File: config.mk
export PLATFORM = sky130hd
export DESIGN_NAME = two_point_sensor_calibration_flat
export DESIGN_NICKNAME = d
export VERILOG_FILES = /design/src/tpsc_pkg.sv /design/src/tpsc_if.sv /design/src/two_point_sensor_calibration.sv /design/src/tpsc_ctrl.sv /design/src/tpsc_dp.sv /design/src/flat_wrapper.sv
export SDC_FILE = /design/constraint.sdc
export NUM_CORES = 1
export LEC_CHECK = 0
export ABC_CLOCK_PERIOD_IN_PS = 15900
export BUFFER_PORTS_ARGS = -buffer_cell sky130_fd_sc_hd__buf_2
export CORE_MARGIN = 1.5
export CORE_UTILIZATION = 63
export CTS_BUF_LIST = sky130_fd_sc_hd__clkbuf_4 sky130_fd_sc_hd__clkbuf_8 sky130_fd_sc_hd__clkbuf_16
export DETAILED_ROUTE_END_ITERATION = 10
export GPL_TIMING_DRIVEN = 1
export PLACE_DENSITY = 0.87
export SLEW_MARGIN = 15
export SYNTH_ARGS = -nofsm -noshare
export SYNTH_HDL_FRONTEND = slang
export SYNTH_SLANG_ARGS = --single-unit
File: constraint.sdc
create_clock -name clk_i -period 15.9 [get_ports clk_i]
set_input_delay 2.385 -clock clk_i [delete_from_list [all_inputs] [get_ports clk_i]]
set_output_delay 2.385 -clock clk_i [all_outputs]
set_load 0.03 [all_outputs]
File: src/tpsc_pkg.sv
package tpsc_pkg;

  // Field widths of the channels
  localparam int KIND_W   = 3;
  localparam int VIN_W    = 12;
  localparam int PHASE_W  = 3;
  localparam int COEF_W   = 32;
  localparam int TOL_W    = 12;
  localparam int NEED_W   = 4;
  localparam int RUN_W    = 4;
  localparam int CFG_IDX_W = 1;
  localparam int CFG_DAT_W = 12;
  localparam int CMP_W    = 17;

  // Event codes
  localparam logic [KIND_W-1:0] KIND_SAMPLE   = 3'd0;
  localparam logic [KIND_W-1:0] KIND_START_PH = 3'd1;
  localparam logic [KIND_W-1:0] KIND_START_EC = 3'd2;
  localparam logic [KIND_W-1:0] KIND_ADVANCE  = 3'd3;
  localparam logic [KIND_W-1:0] KIND_CANCEL   = 3'd4;

  // Calibration phases
  localparam logic [PHASE_W-1:0] PH_IDLE    = 3'd0;
  localparam logic [PHASE_W-1:0] PH_WAIT1   = 3'd1;
  localparam logic [PHASE_W-1:0] PH_SETTLE1 = 3'd2;
  localparam logic [PHASE_W-1:0] PH_WAIT2   = 3'd3;
  localparam logic [PHASE_W-1:0] PH_SETTLE2 = 3'd4;
  localparam logic [PHASE_W-1:0] PH_DONE    = 3'd5;

  // Configuration register indexes
  localparam logic [CFG_IDX_W-1:0] CFG_TOLERANCE = 1'b0;
  localparam logic [CFG_IDX_W-1:0] CFG_STABLE    = 1'b1;

  localparam logic [TOL_W-1:0]  TOL_RST  = 12'd50;
  localparam logic [NEED_W-1:0] NEED_RST = 4'd5;
  localparam logic [RUN_W-1:0]  RUN_MAX  = 4'd15;

  // Stored point reset values in mV (before masking to the voltage width)
  localparam logic [15:0] PH4_RST_MV   = 16'd2000;
  localparam logic [15:0] PH7_RST_MV   = 16'd1500;
  localparam logic [15:0] ECLO_RST_MV  = 16'd1000;
  localparam logic [15:0] ECHI_RST_MV  = 16'd2000;

  // Line fit arithmetic: numerators stay below 2^30, dividend below 2^31
  localparam int NUM_W = 34;
  localparam int DIV_W = 32;
  localparam int CNT_W = $clog2(DIV_W);
  localparam int FRAC_BITS = 16;

  // Reference values: point one y and (y2 - y1)
  localparam logic signed [NUM_W-1:0] PH_Y1  = 34'sd7000;
  localparam logic signed [NUM_W-1:0] PH_DY  = -34'sd3000;
  localparam logic signed [NUM_W-1:0] EC_Y1  = 34'sd1413;
  localparam logic signed [NUM_W-1:0] EC_DY  = 34'sd11467;

  // Coefficient jobs run by the shared divider: bit 1 sensor, bit 0 offset
  localparam logic [1:0] JOB_PH_SLOPE = 2'd0;
  localparam logic [1:0] JOB_PH_OFF   = 2'd1;
  localparam logic [1:0] JOB_EC_SLOPE = 2'd2;
  localparam logic [1:0] JOB_EC_OFF   = 2'd3;

  // Controller to datapath commands
  typedef struct packed {
    logic       apply;
    logic       load;
    logic       step;
    logic       save;
    logic       emit;
    logic [1:0] job;
  } cmd_t;

  // Datapath to controller status
  typedef struct packed {
    logic store;
    logic out_free;
  } sts_t;

  // One result transaction
  typedef struct packed {
    logic [PHASE_W-1:0]       phase;
    logic                     sensor_is_ec;
    logic signed [COEF_W-1:0] ph_slope;
    logic signed [COEF_W-1:0] ph_offset;
    logic signed [COEF_W-1:0] ec_slope;
    logic signed [COEF_W-1:0] ec_offset;
    logic                     ph_invalid;
    logic                     ec_invalid;
  } res_t;

endpackage

File: src/tpsc_if.sv
interface tpsc_in_if import tpsc_pkg::*; ();
  logic              valid;
  logic              ready;
  logic [KIND_W-1:0] kind;
  logic [VIN_W-1:0]  voltage_mv;

  modport source (output valid, kind, voltage_mv, input ready);
  modport sink   (input valid, kind, voltage_mv, output ready);
endinterface

interface tpsc_out_if import tpsc_pkg::*; ();
  logic                     valid;
  logic                     ready;
  logic [PHASE_W-1:0]       phase;
  logic                     sensor_is_ec;
  logic signed [COEF_W-1:0] ph_slope;
  logic signed [COEF_W-1:0] ph_offset;
  logic signed [COEF_W-1:0] ec_slope;
  logic signed [COEF_W-1:0] ec_offset;
  logic                     ph_invalid;
  logic                     ec_invalid;

  modport source (output valid, phase, sensor_is_ec, ph_slope, ph_offset, ec_slope,
                  ec_offset, ph_invalid, ec_invalid, input ready);
  modport sink   (input valid, phase, sensor_is_ec, ph_slope, ph_offset, ec_slope,
                  ec_offset, ph_invalid, ec_invalid, output ready);
endinterface

interface tpsc_cfg_if import tpsc_pkg::*; ();
  logic                 valid;
  logic                 ready;
  logic [CFG_IDX_W-1:0] index;
  logic [CFG_DAT_W-1:0] data;

  modport source (output valid, index, data, input ready);
  modport sink   (input valid, index, data, output ready);
endinterface

File: src/two_point_sensor_calibration.sv
// Two-point calibration sequencer for a pH or conductivity probe. Each input
// transaction (sample, start pH, start EC, advance, cancel) produces exactly one
// result transaction carrying the phase, the sensor under calibration and the
// line coefficients of both sensors. The result of an ordinary event is
// registered once the output register is free. An advance that stores new points
// recomputes all four coefficients on one shared restoring divider (load, divide
// and save for each coefficient) before its result is registered. Right after reset the
// divider computes the coefficients of the default points, and
// no input is accepted during that time. One event is processed at a time; a
// new event may be accepted while the previous result waits in the output
// register. Configuration writes are always accepted and must only be issued
// while the block is idle.
module two_point_sensor_calibration import tpsc_pkg::*; #(
  parameter int VOLT_BITS = 12
) (
  input  logic        clk_i,
  input  logic        rst_ni,
  tpsc_in_if.sink     in_i,
  tpsc_out_if.source  out_o,
  tpsc_cfg_if.sink    cfg_i
);

  cmd_t cmd;
  sts_t sts;
  res_t res;
  logic out_valid;

  assign cfg_i.ready = 1'b1;

  tpsc_ctrl u_ctrl (
    .clk_i      (clk_i),
    .rst_ni     (rst_ni),
    .in_valid_i (in_i.valid),
    .in_ready_o (in_i.ready),
    .sts_i      (sts),
    .cmd_o      (cmd)
  );

  tpsc_dp #(
    .VB (VOLT_BITS)
  ) u_dp (
    .clk_i       (clk_i),
    .rst_ni      (rst_ni),
    .kind_i      (in_i.kind),
    .voltage_i   (in_i.voltage_mv),
    .cfg_we_i    (cfg_i.valid),
    .cfg_idx_i   (cfg_i.index),
    .cfg_data_i  (cfg_i.data),
    .cmd_i       (cmd),
    .out_ready_i (out_o.ready),
    .sts_o       (sts),
    .out_valid_o (out_valid),
    .res_o       (res)
  );

  // Result channel
  assign out_o.valid        = out_valid;
  assign out_o.phase        = res.phase;
  assign out_o.sensor_is_ec = res.sensor_is_ec;
  assign out_o.ph_slope     = res.ph_slope;
  assign out_o.ph_offset    = res.ph_offset;
  assign out_o.ec_slope     = res.ec_slope;
  assign out_o.ec_offset    = res.ec_offset;
  assign out_o.ph_invalid   = res.ph_invalid;
  assign out_o.ec_invalid   = res.ec_invalid;

  // A new result only appears after an emit command
  assert property (@(posedge clk_i) disable iff (!rst_ni)
    $rose(out_o.valid) |-> $past(cmd.emit))
    else $error("result valid without emit");

  // A divider load is always followed by a divide step
  assert property (@(posedge clk_i) disable iff (!rst_ni)
    cmd.load |=> cmd.step)
    else $error("load not followed by divide");

  // Only one event in flight: no accept in the cycle after an accept
  assert property (@(posedge clk_i) disable iff (!rst_ni)
    (in_i.valid && in_i.ready) |=> !in_i.ready)
    else $error("second transaction accepted while busy");

endmodule

File: src/tpsc_ctrl.sv
module tpsc_ctrl import tpsc_pkg::*; (
  input  logic clk_i,
  input  logic rst_ni,
  input  logic in_valid_i,
  output logic in_ready_o,
  input  sts_t sts_i,
  output cmd_t cmd_o
);

  localparam logic [2:0] S_IDLE = 3'd0;
  localparam logic [2:0] S_LOAD = 3'd1;
  localparam logic [2:0] S_DIV  = 3'd2;
  localparam logic [2:0] S_SAVE = 3'd3;
  localparam logic [2:0] S_EMIT = 3'd4;

  logic [2:0]       state_q, state_d;
  logic [1:0]       job_q, job_d;
  logic [CNT_W-1:0] cnt_q, cnt_d;
  logic             pend_q, pend_d;

  // Next state and commands
  always_comb begin
    state_d    = state_q;
    job_d      = job_q;
    cnt_d      = cnt_q;
    pend_d     = pend_q;
    in_ready_o = 1'b0;
    cmd_o      = '0;
    cmd_o.job  = job_q;
    case (state_q)
      S_IDLE: begin
        in_ready_o = 1'b1;
        if (in_valid_i) begin
          cmd_o.apply = 1'b1;
          if (sts_i.store) begin
            job_d   = JOB_PH_SLOPE;
            pend_d  = 1'b1;
            state_d = S_LOAD;
          end else begin
            state_d = S_EMIT;
          end
        end
      end
      S_LOAD: begin
        cmd_o.load = 1'b1;
        cnt_d      = '0;
        state_d    = S_DIV;
      end
      S_DIV: begin
        cmd_o.step = 1'b1;
        cnt_d      = cnt_q + 1'b1;
        if (cnt_q == CNT_W'(DIV_W - 1)) begin
          state_d = S_SAVE;
        end
      end
      S_SAVE: begin
        cmd_o.save = 1'b1;
        if (job_q == JOB_EC_OFF) begin
          pend_d  = 1'b0;
          state_d = pend_q ? S_EMIT : S_IDLE;
        end else begin
          job_d   = job_q + 1'b1;
          state_d = S_LOAD;
        end
      end
      S_EMIT: begin
        if (sts_i.out_free) begin
          cmd_o.emit = 1'b1;
          state_d    = S_IDLE;
        end
      end
      default: begin
        state_d = S_IDLE;
      end
    endcase
  end

  // After reset the coefficients of the default points are computed first
  always_ff @(posedge clk_i or negedge rst_ni) begin
    if (!rst_ni) begin
      state_q <= S_LOAD;
      job_q   <= JOB_PH_SLOPE;
      cnt_q   <= '0;
      pend_q  <= 1'b0;
    end else begin
      state_q <= state_d;
      job_q   <= job_d;
      cnt_q   <= cnt_d;
      pend_q  <= pend_d;
    end
  end

endmodule

File: src/tpsc_dp.sv
module tpsc_dp import tpsc_pkg::*; #(
  parameter int VB = 12
) (
  input  logic                 clk_i,
  input  logic                 rst_ni,
  input  logic [KIND_W-1:0]    kind_i,
  input  logic [VIN_W-1:0]     voltage_i,
  input  logic                 cfg_we_i,
  input  logic [CFG_IDX_W-1:0] cfg_idx_i,
  input  logic [CFG_DAT_W-1:0] cfg_data_i,
  input  cmd_t                 cmd_i,
  input  logic                 out_ready_i,
  output sts_t                 sts_o,
  output logic                 out_valid_o,
  output res_t                 res_o
);

  localparam logic [VB-1:0] PH4_RST  = VB'(PH4_RST_MV);
  localparam logic [VB-1:0] PH7_RST  = VB'(PH7_RST_MV);
  localparam logic [VB-1:0] ECLO_RST = VB'(ECLO_RST_MV);
  localparam logic [VB-1:0] ECHI_RST = VB'(ECHI_RST_MV);

  // Configuration
  logic [TOL_W-1:0]  tol_q;
  logic [NEED_W-1:0] need_q;

  always_ff @(posedge clk_i or negedge rst_ni) begin
    if (!rst_ni) begin
      tol_q  <= TOL_RST;
      need_q <= NEED_RST;
    end else if (cfg_we_i) begin
      case (cfg_idx_i)
        CFG_TOLERANCE: tol_q  <= cfg_data_i[TOL_W-1:0];
        CFG_STABLE:    need_q <= cfg_data_i[NEED_W-1:0];
        default:       ;
      endcase
    end
  end

  // Sequencer state
  logic [PHASE_W-1:0] phase_q, phase_d;
  logic               sens_q, sens_d;
  logic [VB-1:0]      prev_q, prev_d;
  logic [RUN_W-1:0]   run_q, run_d;
  logic [VB-1:0]      p1_q, p1_d, p2_q, p2_d;
  logic [VB-1:0]      ph4_q, ph4_d, ph7_q, ph7_d, eclo_q, eclo_d, echi_q, echi_d;
  logic [VB-1:0]      v;
  logic [VB-1:0]      diff;
  logic [RUN_W-1:0]   run_n;

  assign v    = VB'(voltage_i);
  assign diff = (v >= prev_q) ? v - prev_q : prev_q - v;
  assign sts_o.store = (kind_i == KIND_ADVANCE) && (phase_q == PH_DONE);

  always_comb begin
    phase_d = phase_q;
    sens_d  = sens_q;
    prev_d  = prev_q;
    run_d   = run_q;
    p1_d    = p1_q;
    p2_d    = p2_q;
    ph4_d   = ph4_q;
    ph7_d   = ph7_q;
    eclo_d  = eclo_q;
    echi_d  = echi_q;
    run_n   = '0;
    if (cmd_i.apply) begin
      case (kind_i)
        KIND_SAMPLE: begin
          if (phase_q == PH_SETTLE1 || phase_q == PH_SETTLE2) begin
            if (CMP_W'(diff) <= CMP_W'(tol_q)) begin
              run_n = (run_q != RUN_MAX) ? run_q + 1'b1 : run_q;
            end
            run_d  = run_n;
            prev_d = v;
            if (run_n >= need_q) begin
              if (phase_q == PH_SETTLE1) begin
                p1_d    = v;
                phase_d = PH_WAIT2;
              end else begin
                p2_d    = v;
                phase_d = PH_DONE;
              end
            end
          end
        end
        KIND_START_PH, KIND_START_EC: begin
          sens_d  = (kind_i == KIND_START_EC);
          phase_d = PH_WAIT1;
          run_d   = '0;
        end
        KIND_ADVANCE: begin
          run_d = '0;
          if (phase_q == PH_WAIT1) begin
            phase_d = PH_SETTLE1;
          end else if (phase_q == PH_WAIT2) begin
            phase_d = PH_SETTLE2;
          end else if (phase_q == PH_DONE) begin
            if (sens_q) begin
              eclo_d = p1_q;
              echi_d = p2_q;
            end else begin
              ph7_d = p1_q;
              ph4_d = p2_q;
            end
            phase_d = PH_IDLE;
          end
        end
        KIND_CANCEL: begin
          phase_d = PH_IDLE;
        end
        default: ;
      endcase
    end
  end

  always_ff @(posedge clk_i or negedge rst_ni) begin
    if (!rst_ni) begin
      phase_q <= PH_IDLE;
      sens_q  <= 1'b0;
      prev_q  <= '0;
      run_q   <= '0;
      ph4_q   <= PH4_RST;
      ph7_q   <= PH7_RST;
      eclo_q  <= ECLO_RST;
      echi_q  <= ECHI_RST;
    end else begin
      phase_q <= phase_d;
      sens_q  <= sens_d;
      prev_q  <= prev_d;
      run_q   <= run_d;
      ph4_q   <= ph4_d;
      ph7_q   <= ph7_d;
      eclo_q  <= eclo_d;
      echi_q  <= echi_d;
    end
  end

  // Captured points hold data only
  always_ff @(posedge clk_i) begin
    p1_q <= p1_d;
    p2_q <= p2_d;
  end

  // Numerator and divisor setup for the selected coefficient
  logic [VB-1:0]           x1, x2;
  logic signed [VB:0]      dspan;
  logic signed [NUM_W-1:0] d_ext, x1_ext, y1, dy, num;
  logic [NUM_W-1:0]        num_mag;
  logic [VB-1:0]           d_mag;
  logic [DIV_W-1:0]        dividend;

  always_comb begin
    x1 = cmd_i.job[1] ? eclo_q : ph7_q;
    x2 = cmd_i.job[1] ? echi_q : ph4_q;
    y1 = cmd_i.job[1] ? EC_Y1 : PH_Y1;
    dy = cmd_i.job[1] ? EC_DY : PH_DY;
    dspan  = $signed({1'b0, x2}) - $signed({1'b0, x1});
    d_ext  = NUM_W'(dspan);
    x1_ext = $signed(NUM_W'(x1));
    if (cmd_i.job[0]) begin
      num = y1 * d_ext - dy * x1_ext;
    end else begin
      num = dy <<< FRAC_BITS;
    end
    num_mag  = num[NUM_W-1] ? -num : num;
    d_mag    = dspan[VB] ? VB'(-dspan) : dspan[VB-1:0];
    dividend = num_mag[DIV_W-1:0] + DIV_W'(d_mag >> 1);
  end

  // Restoring divider, one quotient bit per step
  logic [VB-1:0]    ad_q, rem_q;
  logic [DIV_W-1:0] quo_q;
  logic             neg_q, zero_q;
  logic [VB:0]      rem_sh;
  logic             fits;

  assign rem_sh = {rem_q, quo_q[DIV_W-1]};
  assign fits   = rem_sh >= {1'b0, ad_q};

  always_ff @(posedge clk_i) begin
    if (cmd_i.load) begin
      ad_q   <= d_mag;
      rem_q  <= '0;
      quo_q  <= dividend;
      neg_q  <= num[NUM_W-1] ^ dspan[VB];
      zero_q <= (dspan == '0);
    end else if (cmd_i.step) begin
      rem_q <= fits ? VB'(rem_sh - {1'b0, ad_q}) : rem_sh[VB-1:0];
      quo_q <= {quo_q[DIV_W-2:0], fits};
    end
  end

  // Sign and saturation of the quotient
  logic signed [COEF_W-1:0] coef;

  always_comb begin
    if (zero_q) begin
      coef = '0;
    end else if (neg_q) begin
      coef = (quo_q > {1'b1, {(DIV_W-1){1'b0}}}) ? {1'b1, {(COEF_W-1){1'b0}}}
                                                : COEF_W'(-quo_q);
    end else begin
      coef = quo_q[DIV_W-1] ? {1'b0, {(COEF_W-1){1'b1}}} : COEF_W'(quo_q);
    end
  end

  // Coefficient registers
  logic signed [COEF_W-1:0] ph_slope_q, ph_off_q, ec_slope_q, ec_off_q;

  always_ff @(posedge clk_i) begin
    if (cmd_i.save) begin
      case (cmd_i.job)
        JOB_PH_SLOPE: ph_slope_q <= coef;
        JOB_PH_OFF:   ph_off_q   <= coef;
        JOB_EC_SLOPE: ec_slope_q <= coef;
        JOB_EC_OFF:   ec_off_q   <= coef;
        default:      ;
      endcase
    end
  end

  // Output register
  logic out_valid_q;
  res_t res_q;

  assign sts_o.out_free = !out_valid_q || out_ready_i;

  always_ff @(posedge clk_i or negedge rst_ni) begin
    if (!rst_ni) begin
      out_valid_q <= 1'b0;
    end else if (cmd_i.emit) begin
      out_valid_q <= 1'b1;
    end else if (out_ready_i) begin
      out_valid_q <= 1'b0;
    end
  end

  always_ff @(posedge clk_i) begin
    if (cmd_i.emit) begin
      res_q.phase        <= phase_q;
      res_q.sensor_is_ec <= sens_q;
      res_q.ph_slope     <= ph_slope_q;
      res_q.ph_offset    <= ph_off_q;
      res_q.ec_slope     <= ec_slope_q;
      res_q.ec_offset    <= ec_off_q;
      res_q.ph_invalid   <= (ph7_q == ph4_q);
      res_q.ec_invalid   <= (eclo_q == echi_q);
    end
  end

  assign out_valid_o = out_valid_q;
  assign res_o       = res_q;

endmodule

File: src/flat_wrapper.sv
// flat-port wrapper written by rule: the top's interface ports become plain ports
module two_point_sensor_calibration_flat import tpsc_pkg::*;
#(
  parameter int VOLT_BITS = 12
)
  (clk_i, rst_ni, in_i_valid, in_i_kind, in_i_voltage_mv, in_i_ready, out_o_valid, out_o_phase, out_o_sensor_is_ec, out_o_ph_slope, out_o_ph_offset, out_o_ec_slope, out_o_ec_offset, out_o_ph_invalid, out_o_ec_invalid, out_o_ready, cfg_i_valid, cfg_i_index, cfg_i_data, cfg_i_ready);
  tpsc_in_if in_i_i ();
  tpsc_out_if out_o_i ();
  tpsc_cfg_if cfg_i_i ();
  input  logic clk_i;
  input  logic rst_ni;
  input wire logic [$bits(in_i_i.valid)-1:0] in_i_valid;
  input wire logic [$bits(in_i_i.kind)-1:0] in_i_kind;
  input wire logic [$bits(in_i_i.voltage_mv)-1:0] in_i_voltage_mv;
  output wire logic [$bits(in_i_i.ready)-1:0] in_i_ready;
  output wire logic [$bits(out_o_i.valid)-1:0] out_o_valid;
  output wire logic [$bits(out_o_i.phase)-1:0] out_o_phase;
  output wire logic [$bits(out_o_i.sensor_is_ec)-1:0] out_o_sensor_is_ec;
  output wire logic [$bits(out_o_i.ph_slope)-1:0] out_o_ph_slope;
  output wire logic [$bits(out_o_i.ph_offset)-1:0] out_o_ph_offset;
  output wire logic [$bits(out_o_i.ec_slope)-1:0] out_o_ec_slope;
  output wire logic [$bits(out_o_i.ec_offset)-1:0] out_o_ec_offset;
  output wire logic [$bits(out_o_i.ph_invalid)-1:0] out_o_ph_invalid;
  output wire logic [$bits(out_o_i.ec_invalid)-1:0] out_o_ec_invalid;
  input wire logic [$bits(out_o_i.ready)-1:0] out_o_ready;
  input wire logic [$bits(cfg_i_i.valid)-1:0] cfg_i_valid;
  input wire logic [$bits(cfg_i_i.index)-1:0] cfg_i_index;
  input wire logic [$bits(cfg_i_i.data)-1:0] cfg_i_data;
  output wire logic [$bits(cfg_i_i.ready)-1:0] cfg_i_ready;
  assign in_i_i.valid = in_i_valid;
  assign in_i_i.kind = in_i_kind;
  assign in_i_i.voltage_mv = in_i_voltage_mv;
  assign in_i_ready = in_i_i.ready;
  assign out_o_valid = out_o_i.valid;
  assign out_o_phase = out_o_i.phase;
  assign out_o_sensor_is_ec = out_o_i.sensor_is_ec;
  assign out_o_ph_slope = out_o_i.ph_slope;
  assign out_o_ph_offset = out_o_i.ph_offset;
  assign out_o_ec_slope = out_o_i.ec_slope;
  assign out_o_ec_offset = out_o_i.ec_offset;
  assign out_o_ph_invalid = out_o_i.ph_invalid;
  assign out_o_ec_invalid = out_o_i.ec_invalid;
  assign out_o_i.ready = out_o_ready;
  assign cfg_i_i.valid = cfg_i_valid;
  assign cfg_i_i.index = cfg_i_index;
  assign cfg_i_i.data = cfg_i_data;
  assign cfg_i_ready = cfg_i_i.ready;
  two_point_sensor_calibration #(.VOLT_BITS(VOLT_BITS)) u_core (.clk_i(clk_i), .rst_ni(rst_ni), .in_i(in_i_i), .out_o(out_o_i), .cfg_i(cfg_i_i));
endmodule
==> metrics.txt, run 1 <==
critical path capture point type=flip-flop; Period minus WS final=14,690 ps; CTS H-tree lvls=2; PortBufs=168; Area growth syn-to-layout=9.52%; number of flops mapped to enable cells by yosys=332; Final Cell Area=0.0351 mm²; crit start category=flip-flop; hold_buf cts=0; final slew viol count=0; Largest stage delay, worst path=780 ps; Yosys cell types=98; Clock Skew=17.8 ps; core outline area=0.0502 mm²; worst-margin pin slew=1110 ps; Max clock buf depth=3; ys flop type=edfxtp_1; Crit Path Max Fanout=16; final setup vio count=0; worst slack, placed=1010 ps; RePlAce Congestion=1.01; Die Height=229 µm; first-pass GRT wire length=124 mm; Ports=170; Total Wirelength=78.8 mm; clock root cell=clkbuf_16; most frequent CP cell=inv_1; Final Hold Fails=0; clock transition at the registers of the reported paths=70 ps; synth top area cells=edfxtp_1, fa_1, ha_1; final net count=3,660; DRC Markers=0; CTS tree=built; total grt overflow=0; layout cells sized above 1=0.137; setup TNS=0 ps; Synth top area share=0.311; Area after DPL=0.0336 mm²; cells after synthesis=2,961; mean routed wirelength per cell=20.7 µm; initial antenna violation count=1; reg2reg path depth=51; RSZ-0062 raised after global routing=false; routed vias/inst=5.96; Async SR Flop Fraction=0.218; # Max-Cap Violations=0; Die ar.=0.0523 mm²; slew margin rel.=0.240; total clock sinks=440; pin count of the biggest net entering global routing=89; final worst setup slack=1210 ps; Reg2Reg Setup Slack=1210 ps; Worst-Skew Late Latency=580 ps; crit path DAT=15,000 ps; sequential area share after synthesis=0.395; Die W=229 µm; Setup Crit Path Kind=reg2reg; synthesis-stage register bit count=440; Post-DRT Antenna Nets=0; vias in the first global route=23,443; Setup Fix Bufs, Post-CTS=0; syn avg cell area=10.8 µm²; post-route clock period utilization=0.924; CTS resizes=0; row cnt=82; Synth area leader=edfxtp_1; vias=22,739; DR pass1 iterations=6; HPWL after detailed placement=60.6 mm; DR iter-0 viols=1,956; Worst path slowest cell=dfrtp_1; initial core utilization=0.639; CTS Buf Count=43; Yosys warnings=0; mapped cell area=0.0321 mm²; Hold Path Class=reg2reg; WHS Path Cells=0; Fmax=0.0681 GHz; GRT Total Usage=0.303; outcome=finished clean; required time worst endpoint=16,210 ps
Yosys cell counts, drive strengths merged, types with 18 or more instances:
cell type and instances:
inv 501, edfxtp 332, ha 274, fa 248
nand2 214, nor2 154, o21ai 152, a21oi 134
xnor2 92, clkbuf 79, mux2 69, dfrtp 65
nor3 51, nand3 44, a21o 38, nand4 38
dfstp 31, xor2 28, buf 23, nand2b 23
and2 22, or3 22, a31oi 21, mux2i 20
o21bai 20, o31ai 20, and3 18, o211ai 18
path summary, 6_finish.rpt:
path	start	endpoint
max reg2reg	u_core.u_ctrl.job_q[1]	u_core.u_dp.quo_q[30]
min reg2reg	u_core.u_dp.ph_off_q[5]	u_core.u_dp.res_o[71]
max	u_core.u_ctrl.job_q[1]	u_core.u_dp.quo_q[30]
min in group asynchronous	rst_ni	u_core.u_dp.prev_q[11]
max in group asynchronous	rst_ni	u_core.u_dp.ph4_q[11]
min	u_core.u_dp.ph_off_q[5]	u_core.u_dp.res_o[71]
kinds of logic (layout without fill, tap and decap cells):
logic type                 after synthesis  count (layout)  synth area share
muxes                                   89              89            0.0306
buffers and inverters                  605             777            0.0718
AOI/OAI and AO/OA                      514             514             0.104
xor gates and xnor gates               120             120            0.0328
DFF                                    440             440             0.395
adders and majority gates              522             522             0.262
other                                    2              10          0.000234
and+or+nand+nor                        669             669             0.104
area by class of cell:
type / instances / area, µm²
Antenna cell: 1 / 2.50
Clock inverter: 26 / 342
Tap cell: 672 / 841
Inverter: 503 / 1890
Clock buffer: 54 / 1180
Sequential cell: 440 / 12700
Fill cell: 3445 / 15100
Timing Repair Buffer: 194 / 1040
Multi-Input combinational cell: 1923 / 17200
per-layer routing:
layer / GRT usage / share of wire / vias to the layer above
li1: - / - / 10352
met1: 0.365 / 0.38 / 11103
met2: 0.532 / 0.50 / 1014
met3: 0.0418 / 0.060 / 270
met4: 0.155 / 0.056 / 0
met5: 0 / 0 / -
critical path, delay by kind of cell (launching register included):
kind / cells / cell delay, ps
xor gates and xnor gates: 2 / 930
DFF: 1 / 780
AOI/OAI and AO/OA: 20 / 3950
buffers and inverters: 9 / 1180
and+or+nand+nor: 10 / 2980
adders and majority gates: 10 / 4580
flip-flops by register name, indices dropped and copies added (netlist names), 32 cells and up:
register,count
u_core.u_dp.res_o,134
u_core.u_dp.ph_slope_q,32
u_core.u_dp.ph_off_q,32
u_core.u_dp.quo_q,32
u_core.u_dp.ec_slope_q,32
u_core.u_dp.ec_off_q,32
placed cells by master, fill, tap and decap left out, types with 37 or more instances in the layout:
cell type	instances
a21o_1	38
a21oi_1	127
buf_2	167
clkbuf_16	43
dfrtp_1	65
edfxtp_1	332
fa_1	248
ha_1	274
inv_1	501
mux2_2	69
nand2_1	214
nand3_1	44
nand4_1	37
nor2_1	152
nor3_1	46
o21ai_0	139
xnor2_1	92
metrics by stage:
| stage | hold WS [ps] | util | cells |
|---|---|---|---|
| after floorplan | 400 | - | 2968 |
| after global placement | 401 | 0.669 | 3732 |
| after detailed placement | 405 | 0.669 | 3732 |
| after CTS | 415 | 0.700 | 3812 |
| after global routing | 422 | 0.700 | 3813 |
| final | 410 | 0.700 | 3813 |
Power of run 1 is not shown: default switching activity piles up to over one toggle a cycle in this logic, so the estimate is an artifact.
==> run 2: changes to the inputs <==
ABC_CLOCK_PERIOD_IN_PS = 12040   (was 15900)
CORE_UTILIZATION = 57   (was 63)
PLACE_DENSITY = 0.83   (was 0.87)
clock period = 12.04 ns   (was 15.9 ns; I/O delays follow)
==> metrics.txt, run 2 (synthesized netlist as in run 1, its figures left out) <==
required time worst endpoint=12,350 ps; Area growth syn-to-layout=11.3%; hold_buf cts=0; final slew viol count=0; Die Height=240 µm; FF-to-FF Start=u_core.u_ctrl.job_q[1]; first-pass GRT wire length=116 mm; final worst setup slack=473 ps; final setup vio count=0; mean routed wirelength per cell=18.8 µm; DRC Markers=0; # Max-Cap Violations=0; final net count=3,716; Total Wirelength=74.2 mm; DR pass1 iterations=6; Period minus WS final=11,570 ps; slew margin rel.=0.272; Worst-Skew Late Latency=570 ps; vias=22,270; setup TNS=0 ps; crit path DAT=11,880 ps; Setup Crit Path Kind=reg2reg; total grt overflow=0; post-route clock period utilization=0.961; Clock Skew=18.5 ps; crit start category=flip-flop; final hold slack=410 ps; reg2reg path depth=50; row cnt=86; Max clock buf depth=3; Final Hold Fails=0; pin count of the biggest net entering global routing=77; initial antenna violation count=0; Antenna diodes=0; Crit Path Max Fanout=8; total clock sinks=440; CTS Buf Count=41; CTS tree=built; max reg flops=134; Hold Path Class=reg2reg; Post-DRT Antenna Nets=0; worst-margin pin slew=1090 ps; GRT Total Usage=0.256; commonest non-fill, non-tap cell in the layout=inv_1; critical path capture point type=flip-flop; routed vias/inst=5.65; most frequent CP cell=inv_1; DR iter-0 viols=1,537; hold_sp=u_core.u_dp.ec_slope_q[7]; layout cells sized above 1=0.167; worst r2r dst=u_core.u_dp.quo_q[30]; clock root cell=clkbuf_16; Fmax=0.0865 GHz; PortBufs=168; Die W=240 µm; WHS Path Cells=0; Die ar.=0.0577 mm²; most frequent cells in the layout=inv_1, edfxtp_1, ha_1; RePlAce Congestion=0.982; vias in the first global route=22,107; Ports=170; HPWL after detailed placement=58.6 mm; initial core utilization=0.580; CTS H-tree lvls=2; clock transition at the registers of the reported paths=70 ps; core outline area=0.0553 mm²; Worst path slowest cell=fa_1; worst slack, placed=-156 ps; outcome=finished clean; Largest stage delay, worst path=660 ps; Hold EP=u_core.u_dp.res_o[41]; Reg2Reg Setup Slack=470 ps
==> run 2: area by class of cell <==
type | count | area [µm²]
Multi-Input combinational cell | 1923 | 17400
Clock buffer | 53 | 1150
Sequential cell | 440 | 12700
Tap cell | 748 | 936
Inverter | 503 | 1890
Timing Repair Buffer | 252 | 1480
Fill cell | 4207 | 19600
Clock inverter | 21 | 171
==> run 2: worst max-delay path, delay by kind of cell (launching register included) <==
| family | cells | cell delay, ps |
|---|---|---|
| AO/OA/AOI/OAI | 19 | 3120 |
| XOR/XNOR | 2 | 390 |
| buffers and inverters | 10 | 730 |
| adder cells (fa/ha/maj) | 11 | 5000 |
| flip-flops | 1 | 410 |
| AND/OR/NAND/NOR | 8 | 1670 |
==> run 2: worst max-delay path by stage <==
stage,depth (start not counted),end,slack [ps],start
2_1_floorplan,56,u_core.u_dp.quo_q[26],-20,u_core.u_ctrl.job_q[1]
3_3_place_gp,51,u_core.u_dp.quo_q[26],120,u_core.u_ctrl.job_q[1]
3_5_place_dp,51,u_core.u_dp.quo_q[28],-160,u_core.u_ctrl.job_q[1]
4_1_cts,52,u_core.u_dp.quo_q[30],30,u_core.u_ctrl.job_q[1]
5_1_grt,56,u_core.u_dp.quo_q[30],-90,u_core.u_ctrl.job_q[1]
6_report,50,u_core.u_dp.quo_q[30],470,u_core.u_ctrl.job_q[1]
==> run 2: layer usage <==
metal  track usage  wire length (µm)  up-vias
li1              -                 -    10475
met1         0.322             30400    10903
met2         0.449             36800      728
met3        0.0356              4150      164
met4        0.0987              2840        0
met5             0                 0        -
==> run 2: timing repair <==
item                       4_1_cts  5_1_grt
resized for setup                7       56
setup endpoints to repair        4       19
setup buffers                    0       14
pin swaps                        0       19
==> run 2: through the flow <==
step	cells	instance area, µm²	utilization
5_1_grt	3940	35700	0.645
3_3_place_gp	3852	34000	0.615
6_report	3940	35700	0.645
4_1_cts	3926	35400	0.640
3_5_place_dp	3852	34000	0.615
2_1_floorplan	2968	32100	-
Power of run 2 is left out for the same reason.
